<file path="src/swpl_pkg.sv">
// Shared types and constants for the sliding window packet loss core.
// Holds field widths, the divider operand select codes and the
// controller/datapath command and status structs. No dependencies.
package swpl_pkg;

   localparam int TS_W      = 32;
   localparam int FRAME_W   = 16;
   localparam int LEN_W     = 16;
   localparam int LOSS_W    = 14;
   localparam int COUNT_W   = 8;
   localparam int DIV_NUM_W = 32;
   localparam int DIV_DEN_W = 16;

   localparam logic [LEN_W-1:0]     BUCKET_SECONDS_RESET = 16'd900;
   localparam logic [DIV_NUM_W-1:0] BASIS_POINTS         = 32'd10000;

   // operand pair fed to the shared divider
   typedef enum logic [1:0] {
      DIV_TS,     // timestamp / bucket length
      DIV_GAP,    // (bucket - bucket_start) / bucket length
      DIV_AGE,    // age / bucket length
      DIV_RATIO   // lost * 10000 / total
   } div_sel_type;

   typedef struct packed {
      logic        load_req;
      logic        div_start;
      div_sel_type div_sel;
      logic        load_bucket;
      logic        load_cnt;
      logic        shift_one;
      logic        update_newest;
      logic        sum_clear;
      logic        sum_step;
      logic        load_product;
      logic        out_load;
      logic        out_zero;
   } cmd_type;

   typedef struct packed {
      logic op;
      logic div_busy;
      logic div_done;
      logic quo_expired;
      logic bucket_before;
      logic bucket_same;
      logic cnt_zero;
      logic sum_last;
      logic total_zero;
   } status_type;

endpackage

</file>
<file path="src/swpl_div.sv">
// Iterative restoring divider, one quotient bit per cycle.
// Widths come from swpl_pkg; divisor must be nonzero.
module swpl_div (
   input  logic                           clock,
   input  logic                           reset,
   input  logic                           start,
   input  logic [swpl_pkg::DIV_NUM_W-1:0] num,
   input  logic [swpl_pkg::DIV_DEN_W-1:0] den,
   output logic                           busy,
   output logic                           done,
   output logic [swpl_pkg::DIV_NUM_W-1:0] quo,
   output logic [swpl_pkg::DIV_DEN_W-1:0] rem
);

   localparam int NW     = swpl_pkg::DIV_NUM_W;
   localparam int DW     = swpl_pkg::DIV_DEN_W;
   localparam int STEP_W = $clog2(NW);

   logic              busy_ff, busy_in;
   logic              done_ff, done_in;
   logic [STEP_W-1:0] step_ff, step_in;
   logic [NW-1:0]     quo_ff, quo_in;
   logic [DW-1:0]     rem_ff, rem_in;
   logic [DW-1:0]     den_ff, den_in;
   logic [DW:0]       trial;
   logic [DW:0]       diff;

   // one shift-subtract step
   always_comb begin
      trial   = {rem_ff, quo_ff[NW-1]};
      diff    = trial - {1'b0, den_ff};
      busy_in = busy_ff;
      done_in = 1'b0;
      step_in = step_ff;
      quo_in  = quo_ff;
      rem_in  = rem_ff;
      den_in  = den_ff;
      if (start) begin
         busy_in = 1'b1;
         step_in = '0;
         quo_in  = num;
         rem_in  = '0;
         den_in  = den;
      end else if (busy_ff) begin
         if (trial >= {1'b0, den_ff}) begin
            rem_in = diff[DW-1:0];
            quo_in = {quo_ff[NW-2:0], 1'b1};
         end else begin
            rem_in = trial[DW-1:0];
            quo_in = {quo_ff[NW-2:0], 1'b0};
         end
         step_in = step_ff + 1'b1;
         if (step_ff == STEP_W'(NW - 1)) begin
            busy_in = 1'b0;
            done_in = 1'b1;
         end
      end
   end

   always_ff @(posedge clock) begin
      if (reset) begin
         busy_ff <= 1'b0;
         done_ff <= 1'b0;
         step_ff <= '0;
      end else begin
         busy_ff <= busy_in;
         done_ff <= done_in;
         step_ff <= step_in;
      end
   end

   always_ff @(posedge clock) begin
      quo_ff <= quo_in;
      rem_ff <= rem_in;
      den_ff <= den_in;
   end

   assign busy = busy_ff;
   assign done = done_ff;
   assign quo  = quo_ff;
   assign rem  = rem_ff;

endmodule

</file>
<file path="src/swpl_dp.sv">
// Datapath: bucket window, request and config registers, sums, result register.
// Depends on swpl_pkg and swpl_div; driven by swpl_ctrl commands.
module swpl_dp #(
   parameter int WINDOW_BUCKETS = 8
) (
   input  logic                               clock,
   input  logic                               reset,
   input  logic                               csr_write,
   input  logic [swpl_pkg::LEN_W-1:0]         csr_data,
   input  logic                               req_op,
   input  logic [swpl_pkg::TS_W-1:0]          req_timestamp,
   input  logic [swpl_pkg::FRAME_W-1:0]       req_frame,
   input  swpl_pkg::cmd_type                  cmd,
   output swpl_pkg::status_type               status,
   output logic [swpl_pkg::LOSS_W-1:0]        loss
);

   localparam int W     = WINDOW_BUCKETS;
   localparam int IW    = $clog2(W);
   localparam int CW    = $clog2(W + 1);
   localparam int SUM_W = $clog2(W * 255 + 1);
   localparam int TOT_W = SUM_W + 1;
   localparam int CNTW  = swpl_pkg::COUNT_W;
   localparam int NW    = swpl_pkg::DIV_NUM_W;
   localparam int DW    = swpl_pkg::DIV_DEN_W;

   logic [swpl_pkg::LEN_W-1:0]   len_cfg_ff;
   logic [swpl_pkg::LEN_W-1:0]   len;
   logic                         op_ff;
   logic [swpl_pkg::TS_W-1:0]    ts_ff;
   logic [swpl_pkg::FRAME_W-1:0] frame_ff;
   logic [swpl_pkg::FRAME_W-1:0] prev_frame_ff;
   logic [swpl_pkg::TS_W-1:0]    bucket_start_ff;
   logic [swpl_pkg::TS_W-1:0]    bucket_ff;
   logic [CNTW-1:0]              rx_ff   [W];
   logic [CNTW-1:0]              lost_ff [W];
   logic [CW-1:0]                cnt_ff, cnt_in;
   logic [IW-1:0]                idx_ff;
   logic [SUM_W-1:0]             rx_sum_ff;
   logic [SUM_W-1:0]             drop_sum_ff;
   logic [NW-1:0]                prod_ff;
   logic [swpl_pkg::LOSS_W-1:0]  loss_ff;

   logic [NW-1:0]                div_num;
   logic [DW-1:0]                div_den;
   logic                         div_busy;
   logic                         div_done;
   logic [NW-1:0]                div_quo;
   logic [DW-1:0]                div_rem;
   logic [TOT_W-1:0]             total;
   logic [swpl_pkg::TS_W-1:0]    age;
   logic [swpl_pkg::FRAME_W-1:0] frame_gap;
   logic                         quo_expired;

   // a zero bucket length acts as one
   assign len = (len_cfg_ff == '0) ? swpl_pkg::LEN_W'(1) : len_cfg_ff;

   assign age       = (ts_ff > bucket_start_ff) ? (ts_ff - bucket_start_ff) : '0;
   assign total     = TOT_W'(rx_sum_ff) + TOT_W'(drop_sum_ff);
   assign frame_gap = frame_ff - prev_frame_ff - 1'b1;
   assign quo_expired = (div_quo >= NW'(W));

   // divider operand select
   always_comb begin
      unique case (cmd.div_sel)
         swpl_pkg::DIV_TS: begin
            div_num = ts_ff;
            div_den = len;
         end
         swpl_pkg::DIV_GAP: begin
            div_num = bucket_ff - bucket_start_ff;
            div_den = len;
         end
         swpl_pkg::DIV_AGE: begin
            div_num = age;
            div_den = len;
         end
         swpl_pkg::DIV_RATIO: begin
            div_num = prod_ff;
            div_den = DW'(total);
         end
         default: begin
            div_num = ts_ff;
            div_den = len;
         end
      endcase
   end

   swpl_div u_div (
      .clock (clock),
      .reset (reset),
      .start (cmd.div_start),
      .num   (div_num),
      .den   (div_den),
      .busy  (div_busy),
      .done  (div_done),
      .quo   (div_quo),
      .rem   (div_rem)
   );

   // bucket length register
   always_ff @(posedge clock) begin
      if (reset) begin
         len_cfg_ff <= swpl_pkg::BUCKET_SECONDS_RESET;
      end else if (csr_write) begin
         len_cfg_ff <= csr_data;
      end
   end

   // request capture, bucket start, product
   always_ff @(posedge clock) begin
      if (cmd.load_req) begin
         op_ff    <= req_op;
         ts_ff    <= req_timestamp;
         frame_ff <= req_frame;
      end
      if (cmd.load_bucket) begin
         bucket_ff <= ts_ff - swpl_pkg::TS_W'(div_rem);
      end
      if (cmd.load_product) begin
         prod_ff <= NW'(drop_sum_ff) * swpl_pkg::BASIS_POINTS;
      end
   end

   // shift count, or first bucket of a query, capped at the window size
   always_comb begin
      cnt_in = cnt_ff;
      if (cmd.load_cnt) begin
         cnt_in = quo_expired ? CW'(W) : div_quo[CW-1:0];
      end else if (cmd.shift_one) begin
         cnt_in = cnt_ff - 1'b1;
      end
   end

   always_ff @(posedge clock) begin
      cnt_ff <= cnt_in;
   end

   // window slots: slot W-1 is the newest
   always_ff @(posedge clock) begin
      if (reset) begin
         for (int i = 0; i < W; i++) begin
            rx_ff[i]   <= '0;
            lost_ff[i] <= '0;
         end
         bucket_start_ff <= '0;
         prev_frame_ff   <= '0;
      end else if (cmd.shift_one) begin
         for (int i = 0; i < W - 1; i++) begin
            rx_ff[i]   <= rx_ff[i + 1];
            lost_ff[i] <= lost_ff[i + 1];
         end
         rx_ff[W-1]   <= '0;
         lost_ff[W-1] <= '0;
      end else if (cmd.update_newest) begin
         rx_ff[W-1]      <= rx_ff[W-1] + 1'b1;
         lost_ff[W-1]    <= lost_ff[W-1] + frame_gap[CNTW-1:0];
         prev_frame_ff   <= frame_ff;
         bucket_start_ff <= bucket_ff;
      end
   end

   // running sums over slots from the first live bucket on
   always_ff @(posedge clock) begin
      if (cmd.sum_clear) begin
         idx_ff      <= '0;
         rx_sum_ff   <= '0;
         drop_sum_ff <= '0;
      end else if (cmd.sum_step) begin
         idx_ff <= idx_ff + 1'b1;
         if (CW'(idx_ff) >= cnt_ff) begin
            rx_sum_ff   <= rx_sum_ff + SUM_W'(rx_ff[idx_ff]);
            drop_sum_ff <= drop_sum_ff + SUM_W'(lost_ff[idx_ff]);
         end
      end
   end

   // result register
   always_ff @(posedge clock) begin
      if (cmd.out_load) begin
         loss_ff <= cmd.out_zero ? '0 : div_quo[swpl_pkg::LOSS_W-1:0];
      end
   end

   assign status.op            = op_ff;
   assign status.div_busy      = div_busy;
   assign status.div_done      = div_done;
   assign status.quo_expired   = quo_expired;
   assign status.bucket_before = (bucket_ff < bucket_start_ff);
   assign status.bucket_same   = (bucket_ff == bucket_start_ff);
   assign status.cnt_zero      = (cnt_ff == '0);
   assign status.sum_last      = (idx_ff == IW'(W - 1));
   assign status.total_zero    = (total == '0);

   assign loss = loss_ff;

endmodule

</file>
<file path="src/swpl_ctrl.sv">
// Controller state machine: sequences account and query requests.
// Depends on swpl_pkg; issues commands to swpl_dp and owns rsp_valid.
module swpl_ctrl (
   input  logic                 clock,
   input  logic                 reset,
   input  logic                 req_valid,
   output logic                 req_ready,
   output logic                 rsp_valid,
   input  logic                 rsp_ready,
   input  swpl_pkg::status_type status,
   output swpl_pkg::cmd_type    cmd
);

   localparam logic [3:0] ST_IDLE    = 4'd0;
   localparam logic [3:0] ST_START   = 4'd1;
   localparam logic [3:0] ST_A_DIV1  = 4'd2;
   localparam logic [3:0] ST_A_CMP   = 4'd3;
   localparam logic [3:0] ST_A_DIV2  = 4'd4;
   localparam logic [3:0] ST_A_SHIFT = 4'd5;
   localparam logic [3:0] ST_A_UPD   = 4'd6;
   localparam logic [3:0] ST_Q_DIV1  = 4'd7;
   localparam logic [3:0] ST_Q_SUM   = 4'd8;
   localparam logic [3:0] ST_Q_TOT   = 4'd9;
   localparam logic [3:0] ST_Q_MUL   = 4'd10;
   localparam logic [3:0] ST_Q_DIV2  = 4'd11;
   localparam logic [3:0] ST_Q_OUT   = 4'd12;
   localparam logic [3:0] ST_Q_ZERO  = 4'd13;

   logic [3:0] state_ff, state_in;
   logic       rsp_valid_ff, rsp_valid_in;
   logic       out_free;

   assign out_free = !rsp_valid_ff || rsp_ready;

   // next state and commands
   always_comb begin
      state_in = state_ff;
      cmd      = '0;
      cmd.div_sel = swpl_pkg::DIV_TS;
      unique case (state_ff)
         ST_IDLE: begin
            if (req_valid) begin
               cmd.load_req = 1'b1;
               state_in     = ST_START;
            end
         end
         ST_START: begin
            cmd.div_start = 1'b1;
            if (status.op) begin
               cmd.div_sel = swpl_pkg::DIV_AGE;
               state_in    = ST_Q_DIV1;
            end else begin
               cmd.div_sel = swpl_pkg::DIV_TS;
               state_in    = ST_A_DIV1;
            end
         end
         ST_A_DIV1: begin
            if (status.div_done) begin
               cmd.load_bucket = 1'b1;
               state_in        = ST_A_CMP;
            end
         end
         ST_A_CMP: begin
            // earlier bucket: drop the request untouched
            if (status.bucket_before) begin
               state_in = ST_IDLE;
            end else if (status.bucket_same) begin
               state_in = ST_A_UPD;
            end else begin
               cmd.div_start = 1'b1;
               cmd.div_sel   = swpl_pkg::DIV_GAP;
               state_in      = ST_A_DIV2;
            end
         end
         ST_A_DIV2: begin
            if (status.div_done) begin
               cmd.load_cnt = 1'b1;
               state_in     = ST_A_SHIFT;
            end
         end
         ST_A_SHIFT: begin
            if (status.cnt_zero) begin
               state_in = ST_A_UPD;
            end else begin
               cmd.shift_one = 1'b1;
            end
         end
         ST_A_UPD: begin
            cmd.update_newest = 1'b1;
            state_in          = ST_IDLE;
         end
         ST_Q_DIV1: begin
            if (status.div_done) begin
               // window expired: answer zero
               if (status.quo_expired) begin
                  state_in = ST_Q_ZERO;
               end else begin
                  cmd.load_cnt  = 1'b1;
                  cmd.sum_clear = 1'b1;
                  state_in      = ST_Q_SUM;
               end
            end
         end
         ST_Q_SUM: begin
            cmd.sum_step = 1'b1;
            if (status.sum_last) begin
               state_in = ST_Q_TOT;
            end
         end
         ST_Q_TOT: begin
            if (status.total_zero) begin
               state_in = ST_Q_ZERO;
            end else begin
               cmd.load_product = 1'b1;
               state_in         = ST_Q_MUL;
            end
         end
         ST_Q_MUL: begin
            cmd.div_start = 1'b1;
            cmd.div_sel   = swpl_pkg::DIV_RATIO;
            state_in      = ST_Q_DIV2;
         end
         ST_Q_DIV2: begin
            if (status.div_done) begin
               state_in = ST_Q_OUT;
            end
         end
         ST_Q_OUT: begin
            if (out_free) begin
               cmd.out_load = 1'b1;
               state_in     = ST_IDLE;
            end
         end
         ST_Q_ZERO: begin
            if (out_free) begin
               cmd.out_load = 1'b1;
               cmd.out_zero = 1'b1;
               state_in     = ST_IDLE;
            end
         end
         default: begin
            state_in = ST_IDLE;
         end
      endcase
   end

   // response valid: set on load, cleared when taken
   always_comb begin
      rsp_valid_in = rsp_valid_ff;
      if (cmd.out_load) begin
         rsp_valid_in = 1'b1;
      end else if (rsp_ready) begin
         rsp_valid_in = 1'b0;
      end
   end

   always_ff @(posedge clock) begin
      if (reset) begin
         state_ff     <= ST_IDLE;
         rsp_valid_ff <= 1'b0;
      end else begin
         state_ff     <= state_in;
         rsp_valid_ff <= rsp_valid_in;
      end
   end

   assign req_ready = (state_ff == ST_IDLE);
   assign rsp_valid = rsp_valid_ff;

endmodule

</file>
<file path="src/sliding_window_packet_loss_core.sv">
// Sliding window packet loss meter. One request is handled at a time, and
// req_ready is high only while the core is idle. An account request whose
// bucket is earlier than the newest one is dropped. One that moves to a later
// bucket first shifts the window one slot at a time, at most WINDOW_BUCKETS
// slots. A query sums the window one slot per cycle; an empty or expired
// window answers zero without the loss ratio division, and an expired one
// skips the sum too. The shared 32-step divider makes passes for bucket
// rounding, shift count, query age and loss ratio. A finished response waits
// in an output register, and the next request is accepted meanwhile. A query
// holds in its last cycle while the previous response has not been taken. The
// bucket length register may be written at any time the core is idle; a
// length of zero acts as one second.
module sliding_window_packet_loss_core #(
   parameter int WINDOW_BUCKETS = 8
) (
   input  logic                              clock,
   input  logic                              reset,
   input  logic                              csr_valid,
   output logic                              csr_ready,
   input  logic [swpl_pkg::LEN_W-1:0]        csr_bucket_seconds,
   input  logic                              req_valid,
   output logic                              req_ready,
   input  logic                              req_op,
   input  logic [swpl_pkg::TS_W-1:0]         req_timestamp,
   input  logic [swpl_pkg::FRAME_W-1:0]      req_frame,
   output logic                              rsp_valid,
   input  logic                              rsp_ready,
   output logic [swpl_pkg::LOSS_W-1:0]       rsp_loss_basis_points
);

   swpl_pkg::cmd_type    cmd;
   swpl_pkg::status_type status;

   assign csr_ready = 1'b1;

   swpl_dp #(
      .WINDOW_BUCKETS (WINDOW_BUCKETS)
   ) u_dp (
      .clock         (clock),
      .reset         (reset),
      .csr_write     (csr_valid && csr_ready),
      .csr_data      (csr_bucket_seconds),
      .req_op        (req_op),
      .req_timestamp (req_timestamp),
      .req_frame     (req_frame),
      .cmd           (cmd),
      .status        (status),
      .loss          (rsp_loss_basis_points)
   );

   swpl_ctrl u_ctrl (
      .clock     (clock),
      .reset     (reset),
      .req_valid (req_valid),
      .req_ready (req_ready),
      .rsp_valid (rsp_valid),
      .rsp_ready (rsp_ready),
      .status    (status),
      .cmd       (cmd)
   );

   // a response never exceeds 100 percent
   a_loss_bound: assert property (@(posedge clock) disable iff (reset)
      rsp_valid |-> (rsp_loss_basis_points <= swpl_pkg::LOSS_W'(10000)))
      else $error("loss result above 10000 basis points");

   // no request is taken while a division is still running
   a_accept_idle_div: assert property (@(posedge clock) disable iff (reset)
      (req_valid && req_ready) |-> !status.div_busy)
      else $error("request accepted while divider busy");

   // a division only completes while a request is in progress
   a_div_done_busy: assert property (@(posedge clock) disable iff (reset)
      status.div_done |-> !req_ready)
      else $error("divider completed with controller idle");

endmodule
</file>
<file path="config.mk">
export PLATFORM = sky130hd
export DESIGN_NAME = sliding_window_packet_loss_core
export DESIGN_NICKNAME = d
export VERILOG_FILES = /design/src/swpl_pkg.sv /design/src/swpl_div.sv /design/src/swpl_dp.sv /design/src/swpl_ctrl.sv /design/src/sliding_window_packet_loss_core.sv
export SDC_FILE = /design/constraint.sdc
export NUM_CORES = 1
export LEC_CHECK = 0
export BUFFER_PORTS_ARGS = -buffer_cell sky130_fd_sc_hd__buf_2
export CAP_MARGIN = 20
export CORE_UTILIZATION = 40
export DETAILED_ROUTE_END_ITERATION = 8
export GPL_ROUTABILITY_DRIVEN = 0
export SYNTH_ARGS = -nofsm -noshare
export SYNTH_HDL_FRONTEND = slang
export SYNTH_HIERARCHICAL = 1
export SYNTH_SLANG_ARGS = --single-unit
</file>
<file path="constraint.sdc">
create_clock -name clock -period 14.4 [get_ports clock]
set_clock_uncertainty 0.2 [all_clocks]
set_input_delay 4.32 -clock clock [delete_from_list [all_inputs] [get_ports clock]]
set_output_delay 4.32 -clock clock [all_outputs]
set_load 0.01 [all_outputs]
</file>
==> After elaboration in Yosys (flattened, before gate mapping) <==
Memories as Yosys holds them, arrays and structs flattened. A register that Yosys moved wholly into a read port is not among the register bits.
Cells that the tools add are included.
{ "word_totals": {"ff_bits": 269, "out_inout_bits": 17, "inputBits": 70, "ram_bits": 128, "elab_cells": 191, "memories": 2} }
{ "mem_list": {"columns": ["memory", "words", "word_bits", "read_ports", "rd_ports_with_merged_regs", "wr", "line_no", "source"], "rows": [
  ["u_dp.lost_ff", 8, 8, 8, 1, 8, "swpl_dp.sv:36", "logic [CNTW-1:0] lost_ff [W];"],
  ["u_dp.rx_ff", 8, 8, 8, 1, 8, "swpl_dp.sv:35", "logic [CNTW-1:0] rx_ff [W];"]
]} }
{ "op_classes": {"addsub": 14, "n_mux": 84, "n_mul": 1, "reduce_logical": 17, "eq_ne": 27, "order_cmp": 5, "bitwise_logic": 20} }
{ "op_table": {"columns": ["cell", "n"], "rows": [
  ["2-to-1 mux 8 bit", 18],
  ["one-hot mux 32 bit (4 select lines)", 1],
  ["2-to-1 mux 32 bit", 3],
  ["subtractor 32 bit", 2],
  ["2-to-1 mux 4 bit", 12],
  ["one-hot mux 4 bit (12 select lines)", 1],
  ["== test 32 bit", 1],
  ["greater-or-equal comparator 32 x 4 -> 1 bit, second input constant", 1],
  ["> comparator 32 bit", 1],
  ["< comparator 32 bit", 1],
  ["2-to-1 mux 16 bit", 2],
  ["one-hot mux 16 bit (2 select lines)", 1],
  ["subtractor 32 x 16 -> 32 bit", 1],
  ["2-to-1 mux 1 bit", 31],
  ["2-to-1 mux 3 bit", 9],
  ["== test 4 bit, second input constant", 6],
  ["adder 11 x 8 -> 11 bit", 2],
  ["multiplier 11 x 10 -> 21 bit, second input constant", 1],
  ["OR 1 bit", 18],
  ["greater-or-equal comparator 17 x 16 -> 1 bit", 1],
  ["== test 4 x 3 -> 1 bit, second input constant", 4],
  ["zero test 16 bit", 1],
  ["subtractor 16 bit", 1],
  ["!= test 2 bit, second input constant", 7],
  ["30 further kinds", 42]
]} }

==> Depth between registers and ports, before layout <==
Gate-level depths: netlist (run 1).
{ "depth": {"ltp_word": 8, "mapped_depth": 23, "mapped_depth_nobuf": 21} }

==> Cells and area by module <==
The synthesis (run 1) kept the hierarchy.
{ "modules_own_cells": {"columns": ["mod", "seq_area_each_um2", "instances", "area_per_inst_um2", "cells_per_inst"], "rows": [
  ["swpl_dp", 8888.5, 1, 21058.9, 2067],
  ["swpl_div", 1901.8, 1, 3773.6, 343],
  ["swpl_ctrl", 100.1, 1, 646.9, 87],
  ["sliding_window_packet_loss_core", 0.0, 1, 11.3, 2]
]} }

==> Worst setup path before layout (run 1) <==
No wires, ideal clock.
{ "synth_timing": {"kind": "input -> register", "startpoint": "input port reset", "endpoint": "memory u_dp/lost_ff[0][0] in the netlist's numbering (enable)", "t_arrival_ps": 6029, "setup_slack_ps": 7748, "n_path_buf": 1, "required_ps": 13777, "path_stages": 2, "setup_time_ps": 423, "cell_sequence": "clkbuf_1 -> or2_2"} }
{ "synth_rtl": {"columns": ["item", "line_no", "source"], "rows": [
  ["start: declaration", "sliding_window_packet_loss_core.sv:17", "input logic reset,"],
  ["end: declaration", "swpl_dp.sv:36", null]
]} }

==> Worst setup path in the final report (run 1) <==
{ "layout_timing": {"startpoint": "register u_ctrl.state_ff[1]", "endpoint": "output port req_ready"} }
{ "layout_via": {"elab_chain_len": 1} }
{ "layout_lines": {"columns": ["item", "line_no", "source"], "rows": [
  ["start: declaration", "swpl_ctrl.sv:29", "logic [3:0] state_ff, state_in;"],
  ["start signal: assignment", "swpl_ctrl.sv:162", "state_ff <= state_in;"],
  ["zero test 4 bit", "swpl_ctrl.sv:167", "assign req_ready = (state_ff == ST_IDLE);"],
  ["end: declaration", "sliding_window_packet_loss_core.sv:22", "output logic req_ready,"]
]} }
Every way passes these cells.

==> impl_metrics.json, run 1 <==
{
  "hold_path_depth": 2,
  "rr_endpoint": "u_dp/u_div/quo[25]$_DFFE_PP_",
  "htreeDepth": 2,
  "grt_max_degree": 97,
  "wl_per_cell_um": 18.40,
  "hp-class": "reg2reg",
  "nets": 2828,
  "start_kind": "flip-flop",
  "initial_core_util": 0.4047,
  "cts_tree": "done",
  "ios": 87,
  "setup_viol": 0,
  "drv_cap": 0,
  "path_max_fanout": 21,
  "fp.dieW_um": 254.4,
  "rows": 92,
  "ys_warn_count": 6,
  "rr_startpoint": "u_dp/bucket_ff[0]$_DFFE_PP_",
  "slew_headroom": 0.2688,
  "drtPass1Iterations": 5,
  "drive_gt1_frac": 0.1189,
  "powerDensity_mw_per_mm2": 163.3,
  "syn_nets": 2797,
  "drc_errors": 0,
  "routed_wl_mm": 62.79,
  "routed-wl-met2_mm": 29.86,
  "regToRegSetupSlack_ps": 8210,
  "hold_buffers": 0,
  "drt_iter0_markers": 1160,
  "crit_type": "reg2out",
  "required_ps": 9880,
  "hp-start": "u_dp/bucket_start_ff[24]$_SDFFE_PP0P_",
  "crit_arrival_ps": 2010,
  "grt_pass1_wl_mm": 99.52,
  "finalMaxSlewViolations": 0,
  "die-area_sq_mm": 0.06472,
  "ant_nets": 0,
  "grt_setup_unrepaired": "false",
  "die_h_um": 254.4,
  "worst-r2r-cell-count": 20,
  "grt.total_usage": 0.1951,
  "hold_violations": 0,
  "finalSetupTns_ps": 0,
  "numPortBuffers": 77,
  "area_growth_pct": 11.07,
  "numCtsBuffers": 47,
  "overflow": 0,
  "fin_crit_sh": 0.4538,
  "fmax_mhz": 153.0,
  "clkLatencyLatePin_ps": 610,
  "met3WireLength_mm": 2.776,
  "postSynthCellCount": 2498,
  "tightestPinTransition_ps": 1090,
  "clk_pin_slew_ps": 60,
  "cts.sinks": 400,
  "cts_buffer_depth": 3,
  "syn_avg_cell_area_sq_um": 10.20,
  "antenna_found_initial": 1,
  "fin_crit_ps": 6535,
  "post_cts_resized": 0,
  "core_area_sq_mm": 0.06297,
  "min_to": "u_dp/bucket_start_ff[24]$_SDFFE_PP0P_",
  "synth_area_sq_mm": 0.02548,
  "status": "completed",
  "root_buffer": "clkbuf_16",
  "cts_setup_buffers": 0,
  "antenna_cells": 0,
  "ir_worst_vdd_uv": 112.0,
  "vias": 18600,
  "end_kind": "primary output",
  "dp_hpwl_mm": 45.78,
  "first_global_vias": 18400,
  "routed_via_density": 5.450,
  "maxUsedRoutingLayer": "met5",
  "final_util": 0.4495,
  "power_leakage_nw": 11.13,
  "wl_met1_mm": 27.89
}
[sequential cells by signal, summed over array words and instances, names as in the netlist, 3 cells and up, named ones only]
signal,cells
u_dp/lost_ff,64
u_dp/rx_ff,64
u_dp/bucket_ff,32
u_dp/bucket_start_ff,32
u_dp/ts_ff,32
u_dp/u_div/quo,32
u_dp/prod_ff,21
u_dp/len_cfg_ff,16
u_dp/u_div/den_ff,16
u_dp/u_div/rem,16
u_dp/loss,14
u_dp/drop_sum_ff,11
u_dp/rx_sum_ff,11
u_dp/frame_ff,8
u_dp/prev_frame_ff,8
u_dp/u_div/step_ff,5
u_ctrl/state_ff,4
u_dp/cnt_ff,4
u_dp/idx_ff,3
[worst max-delay path by stage]
stage	from	end	slack, ps	cells after the start
finish	u_ctrl/state_ff[1]$_SDFFE_PP0P_	req_ready	7870	3
global route	u_ctrl/state_ff[1]$_SDFFE_PP0P_	req_ready	7750	3
CTS	u_ctrl/state_ff[1]$_SDFFE_PP0P_	req_ready	7850	3
detailed placement	reset	u_dp/lost_ff[1][7]$_SDFFCE_PN0P_	7610	3
global placement	reset	u_dp/lost_ff[0][7]$_SDFFCE_PN0P_	7660	3
floorplan	reset	u_dp/lost_ff[0][0]$_SDFFCE_PN0P_	7750	2
[layout make-up]
class	count	area, sq um
clock buffer	61	1290
clock inverter	25	360.3
fill	5946	34660
inverter	211	792.0
multi-input combinational	1772	13360
sequential	400	10890
tap	846	1059
timing repair buffer	97	550.5
[placed cells by master (no fill, tap or decap), types with 32 or more instances in the layout]
master / n
dfxtp_1: 111
clkbuf_16: 48
and2_1: 111
mux4_2: 32
mux2_2: 51
inv_1: 211
mux2i_1: 37
xor2_1: 56
edfxtp_1: 288
nand3_1: 36
a21o_1: 53
a21oi_1: 171
nor2b_1: 56
ha_1: 194
nand2_1: 191
fa_1: 35
buf_2: 76
o21ai_0: 95
nor3_1: 37
xnor2_1: 82
nor2_1: 161
[layer usage]
metal  track usage  vias to the layer above
met5             0                        -
met4       0.07935                        2
met3       0.02562                      114
met2        0.3239                      429
met1        0.2566                     9064
li1              -                     8986
[per-stage QoR]
step	instances	instance area (sq um)	hold slack [ps]	power [W]	setup slack [ps]
2_1_floorplan	2498	25480	236.3	0.002922	7748
3_3_place_gp	3324	26630	242.9	0.003313	7659
3_5_place_dp	3326	26650	247.3	0.003364	7605
4_1_cts	3412	28300	255.1	0.004645	7845
5_1_grt	3412	28300	271.8	0.004902	7745
6_report	3412	28300	254.1	0.004623	7865
[critical path: stages (launching register included)]
cell	delay, ps
dfxtp_1	730
or2_1	410
nor2_1	90
buf_2	180
[where the power goes]
part           leakage (nW)  internal, W  switching, W
Clock                 0.809     0.000764      0.000496
Combinational          6.63     0.000689      0.000995
Sequential             3.69      0.00152      0.000160
Total                  11.1      0.00297       0.00165
(Power assumes the default switching activity.)
==> run 2: changes to the inputs <==
Clock period 14.4 ns to 5.4 ns, I/O delays scaled along.
==> impl_metrics.json, run 2 (synthesized netlist as in run 1, its figures left out) <==
{
  "status": "completed",
  "drt_iter0_markers": 1321,
  "hold_ws_ps": 254.3,
  "fmax_mhz": 195.1,
  "slowest_stage": "edfxtp_1",
  "antenna_cells": 0,
  "dpl_worst_slack_ps": 203.7,
  "final_common_cell": "edfxtp_1",
  "slew_headroom": 0.3194,
  "ios": 87,
  "swShare": 0.3585,
  "seqPwrFrac": 0.369,
  "grt.total_usage": 0.1947,
  "initial_core_util": 0.4047,
  "nets": 2859,
  "cpLargestDelayFamily": "compound AO/OA/AOI/OAI gates",
  "crit_arrival_ps": 5270,
  "max_stage_delay_ps": 430,
  "setup_viol": 0,
  "vias": 18590,
  "final_util": 0.4520,
  "antenna_found_initial": 3,
  "end_kind": "flip-flop",
  "rr_endpoint": "u_dp/u_div/quo[13]$_DFFE_PP_",
  "rr_startpoint": "u_dp/bucket_ff[9]$_DFFE_PP_",
  "first_global_vias": 18320,
  "required_ps": 5550,
  "routed_wl_mm": 62.66,
  "intPower_w": 0.007798,
  "numCtsBuffers": 46,
  "fillCellCount": 5898,
  "clkPwrFrac": 0.256,
  "wl_per_cell_um": 18.20,
  "multiInputGateArea_sq_mm": 0.01336,
  "worst-r2r-cell-count": 20,
  "cts.sinks": 400,
  "fin_ws_ps": 274.7,
  "powerDensity_mw_per_mm2": 427.1,
  "finalMaxSlewViolations": 0,
  "reg_top3": "u_dp/lost_ff (64), u_dp/rx_ff (64)",
  "regArea_sq_mm": 0.01089,
  "hold_path_depth": 2,
  "hp-class": "reg2reg",
  "p_comb_frac": 0.374,
  "path_max_fanout": 20,
  "worstPathCellList": "ha_1 -> and4_1 -> and3_1 -> o211ai_1 -> a21oi_1 -> nor3b_1 -> o31a_1 -> nor2b_1 -> a211oi_1 -> buf_4 -> o31a_1 -> nor3b_2 -> buf_4 -> buf_4 -> nor2_1 -> buf_12 -> a22o_1 -> a21oi_1 -> o21ai_0 -> mux2_2",
  "min_to": "u_dp/bucket_start_ff[5]$_SDFFE_PP0P_",
  "drtPass1Iterations": 5,
  "grt_max_degree": 58,
  "power_w": 0.01216,
  "crit_type": "reg2reg",
  "numPortBuffers": 77,
  "hp-start": "u_dp/bucket_start_ff[5]$_SDFFE_PP0P_",
  "finalSetupTns_ps": 0,
  "drc_errors": 0,
  "htreeDepth": 2,
  "fin_crit_sh": 0.9491,
  "area_growth_pct": 11.68,
  "hold_violations": 0,
  "cts_tree": "done",
  "p_sw_w": 0.004357,
  "fin_crit_ps": 5125,
  "cp_num_buf_inv": 4,
  "fp.dieW_um": 254.4,
  "crit_top_cell": "buf_4",
  "tightestPinTransition_ps": 1014,
  "clkLatencyLatePin_ps": 600,
  "die-area_sq_mm": 0.06472,
  "clk_pin_slew_ps": 60,
  "overflow": 0,
  "core_area_sq_mm": 0.06297,
  "root_buffer": "clkbuf_16",
  "cts_buffer_depth": 3,
  "grt_setup_unrepaired": "false",
  "regToRegSetupSlack_ps": 270,
  "ant_nets": 0,
  "routed_via_density": 5.400,
  "drv_cap": 0,
  "grt_pass1_wl_mm": 98.88,
  "ir_worst_vdd_uv": 281.2,
  "mostFrequentLayoutCells": "288 x edfxtp_1, 211 x inv_1, 194 x ha_1",
  "die_h_um": 254.4,
  "power_leakage_nw": 11.22,
  "dp_hpwl_mm": 46.74,
  "drive_gt1_frac": 0.1260,
  "start_kind": "flip-flop",
  "rows": 92
}
run 2: repair_timing:
item / CTS / global route
resized for setup: 0 / 1
setup endpoints to repair: 0 / 1
buffers inserted: 0 / 0
hold buffers: 0 / 0
run 2: metrics by stage:
stage                     std cells  instance area (sq um)
after floorplan                2498                  25480
after detailed placement       3357                  26940
after global placement         3357                  26940
after CTS                      3441                  28440
final                          3442                  28460
after global routing           3442                  28460
run 2: worst reg2reg max path, delay by kind of cell (launching register included):
family,cells,cell delay [ps]
buffers and inverters,4,730
multiplexers,1,280
AND/OR/NAND/NOR,6,1150
adder cells (fa/ha/maj),1,400
flip-flops,1,430
AO/OA/AOI/OAI,8,1720
run 2: power groups by stage:
| stage | Combinational [W] | Clock [W] | Sequential, W |
|---|---|---|---|
| after global routing | 0.00502 | 0.00332 | 0.00455 |
| after global placement | 0.00440 | 0 | 0.00453 |
| after CTS | 0.00453 | 0.00321 | 0.00449 |
| after detailed placement | 0.00451 | 0 | 0.00455 |
| after floorplan | 0.00347 | 0 | 0.00432 |
| final | 0.00455 | 0.00312 | 0.00449 |
run 2: layout make-up:
cell class	count	share of cell area
clock buffer	58	0.04203
clock inverter	26	0.01068
inverter	211	0.02783
multi-input combinational	1772	0.4696
sequential	400	0.3827
tap	846	0.03719
timing repair buffer	129	0.02998
run 2: how the worst max path moves through the flow:
stage / startpoint / to / slack, ps / cells after the start
2_1_floorplan: u_dp/bucket_ff[7]$_DFFE_PP_ / u_dp/u_div/quo[10]$_DFFE_PP_ / 610 / 15
3_3_place_gp: u_dp/bucket_ff[9]$_DFFE_PP_ / u_dp/u_div/quo[20]$_DFFE_PP_ / 230 / 20
3_5_place_dp: u_dp/bucket_ff[9]$_DFFE_PP_ / u_dp/u_div/quo[20]$_DFFE_PP_ / 200 / 20
4_1_cts: u_dp/bucket_ff[9]$_DFFE_PP_ / u_dp/u_div/quo[20]$_DFFE_PP_ / 200 / 20
5_1_grt: u_dp/bucket_ff[0]$_DFFE_PP_ / u_dp/u_div/quo[13]$_DFFE_PP_ / 50 / 23
6_report: u_dp/bucket_ff[9]$_DFFE_PP_ / u_dp/u_div/quo[13]$_DFFE_PP_ / 270 / 20
run 2: routing by layer:
metal,global-route usage,vias to the layer above,part of all wire,routed length [um]
met3,0.02674,138,0.045,2796
li1,-,9051,-,-
met2,0.3258,439,0.48,30010
met4,0.09587,4,0.044,2783
met5,0,-,0.00040,25
met1,0.2468,8954,0.43,27040
==> run 3: changes to the inputs <==
Settings changed: CORE_UTILIZATION 40 to 30, REMOVE_ABC_BUFFERS from default to 1.
==> impl_metrics.json, run 3 (synthesized netlist as in run 1, its figures left out) <==
{
  "required_ps": 5560,
  "core_area_sq_mm": 0.08382,
  "nets": 2874,
  "routed_wl_mm": 62.92,
  "vias": 18260,
  "ir_worst_vdd_uv": 352.9,
  "ios": 87,
  "crit_type": "reg2reg",
  "seqPwrFrac": 0.365,
  "fmax_mhz": 193.8,
  "routed_via_density": 4.871,
  "clkPwrFrac": 0.268,
  "cts_tree": "done",
  "hold_ws_ps": 254.2,
  "power_w": 0.01245,
  "wl_per_cell_um": 16.79,
  "root_buffer": "clkbuf_16",
  "met1_usage": 0.1984,
  "first_global_vias": 17790,
  "fin_crit_ps": 5159,
  "hold_violations": 0,
  "area_growth_pct": 14.15,
  "p_comb_frac": 0.367,
  "end_kind": "flip-flop",
  "status": "completed",
  "dp_hpwl_mm": 46.92,
  "setup_viol": 0,
  "fillCellCount": 8546,
  "numCtsBuffers": 47,
  "drive_gt1_frac": 0.1350,
  "ant_nets": 0,
  "cts_buffer_depth": 3,
  "clkLatencyLatePin_ps": 600,
  "reg_top3": "u_dp/lost_ff (64), u_dp/rx_ff (64)",
  "finalMaxSlewViolations": 0,
  "drv_cap": 0,
  "globalRouteMet3Util": 0.02005,
  "hp-class": "reg2reg",
  "grt_setup_unrepaired": "false",
  "initial_core_util": 0.3040,
  "fin_crit_sh": 0.9553,
  "htreeDepth": 2,
  "drt_iter0_markers": 1165,
  "grt-busiest-layer": "met2",
  "fp.dieW_um": 293.5,
  "intPower_w": 0.008001,
  "power_leakage_nw": 11.36,
  "mostFrequentLayoutCells": "288 x edfxtp_1, 211 x inv_1, 194 x ha_1",
  "rows": 106,
  "die-area_sq_mm": 0.08611,
  "numPortBuffers": 77,
  "drtPass1Iterations": 5,
  "final_common_cell": "edfxtp_1",
  "die_h_um": 293.5,
  "tightestPinTransition_ps": 1117,
  "overflow": 0,
  "path_max_fanout": 31,
  "grt_use_met2": 0.2425,
  "slew_headroom": 0.2505,
  "drc_errors": 0,
  "cts.sinks": 400,
  "powerDensity_mw_per_mm2": 428.0,
  "swShare": 0.3574,
  "grt_max_degree": 97,
  "antenna_found_initial": 1,
  "grt.total_usage": 0.1458,
  "antenna_cells": 0,
  "start_kind": "flip-flop",
  "crit_arrival_ps": 5320,
  "clk_pin_slew_ps": 60,
  "p_sw_w": 0.004450,
  "grt_pass1_wl_mm": 99.51
}
## run 3: cell count changes in the layout (fill, tap and decap cells not counted), sizes merged
cell | before | now
bufinv | 5 | 6
clkbuf | 58 | 62
buf | 129 | 143
inv | 214 | 213
## run 3: power groups by stage
stage,clock network (W),registers (W),logic [W]
after floorplan,0,0.00441,0.00330
after global placement,0,0.00460,0.00448
after detailed placement,0,0.00461,0.00452
after CTS,0.00344,0.00455,0.00455
after global routing,0.00356,0.00462,0.00506
final,0.00333,0.00455,0.00457
## run 3: repair_timing
| action | 4_1_cts | 5_1_grt |
|---|---|---|
| hold endpoints to repair | 0 | 0 |
| hold buffers | 0 | 0 |
| gates resized for setup | 0 | 5 |
| buffers inserted | 0 | 0 |
| endpoints found under the setup margin | 0 | 30 |
## run 3: worst max-delay path: stages (launching register included)
cell and delay [ps]:
edfxtp_1 390, ha_1 330, and4_1 240, and3_1 200, o211ai_1 180, a21oi_1 360
nor3b_2 120, o31a_1 330, nor2b_1 140, a211oi_1 70, buf_4 170, o31a_1 340
nor3b_4 340, buf_6 320, nor2_1 110, buf_4 180, buf_4 150, a21oi_1 190
o21ai_0 120, o22a_1 180, mux2_2 260
## run 3: final timing paths
| check | to | cells after the start | startpoint | slack (ps) |
|---|---|---|---|---|
| min | u_dp/bucket_start_ff[28]$_SDFFE_PP0P_ | 2 | u_dp/bucket_start_ff[28]$_SDFFE_PP0P_ | 250 |
| min reg2reg | u_dp/bucket_start_ff[28]$_SDFFE_PP0P_ | 2 | u_dp/bucket_start_ff[28]$_SDFFE_PP0P_ | 250 |
| max | u_dp/u_div/quo[24]$_DFFE_PP_ | 20 | u_dp/bucket_ff[9]$_DFFE_PP_ | 240 |
| max reg2reg | u_dp/u_div/quo[24]$_DFFE_PP_ | 20 | u_dp/bucket_ff[9]$_DFFE_PP_ | 240 |
## run 3: metal layers
metal  vias up  routed length (um)
met1      8749               29350
met4         0                1452
met2       334               29570
met5         -                   0
met3        82                2550
li1       9092                   -
## run 3: layout make-up
class	count	area [sq um]	share of cell area
Clock inverter	26	335.3	0.01153
Timing Repair Buffer	143	962.2	0.03308
Sequential cell	400	10890	0.3744
Clock buffer	62	1304	0.04482
Tap cell	1134	1419	0.04878
Inverter	211	792.0	0.02723
Multi-Input combinational cell	1772	13390	0.4601
## run 3: per-stage QoR
| step | util | cell area [sq um] | instances | setup slack [ps] | TNS [ps] |
|---|---|---|---|---|---|
| 2_1_floorplan | - | 24990 | 2383 | -2114 | -175020 |
| 3_3_place_gp | 0.3272 | 27430 | 3660 | 84.88 | 0 |
| 3_5_place_dp | 0.3272 | 27430 | 3660 | 25.40 | 0 |
| 4_1_cts | 0.3468 | 29070 | 3748 | 21.79 | 0 |
| 5_1_grt | 0.3470 | 29090 | 3748 | 34.20 | 0 |
| 6_report | 0.3470 | 29090 | 3748 | 241.3 | 0 |
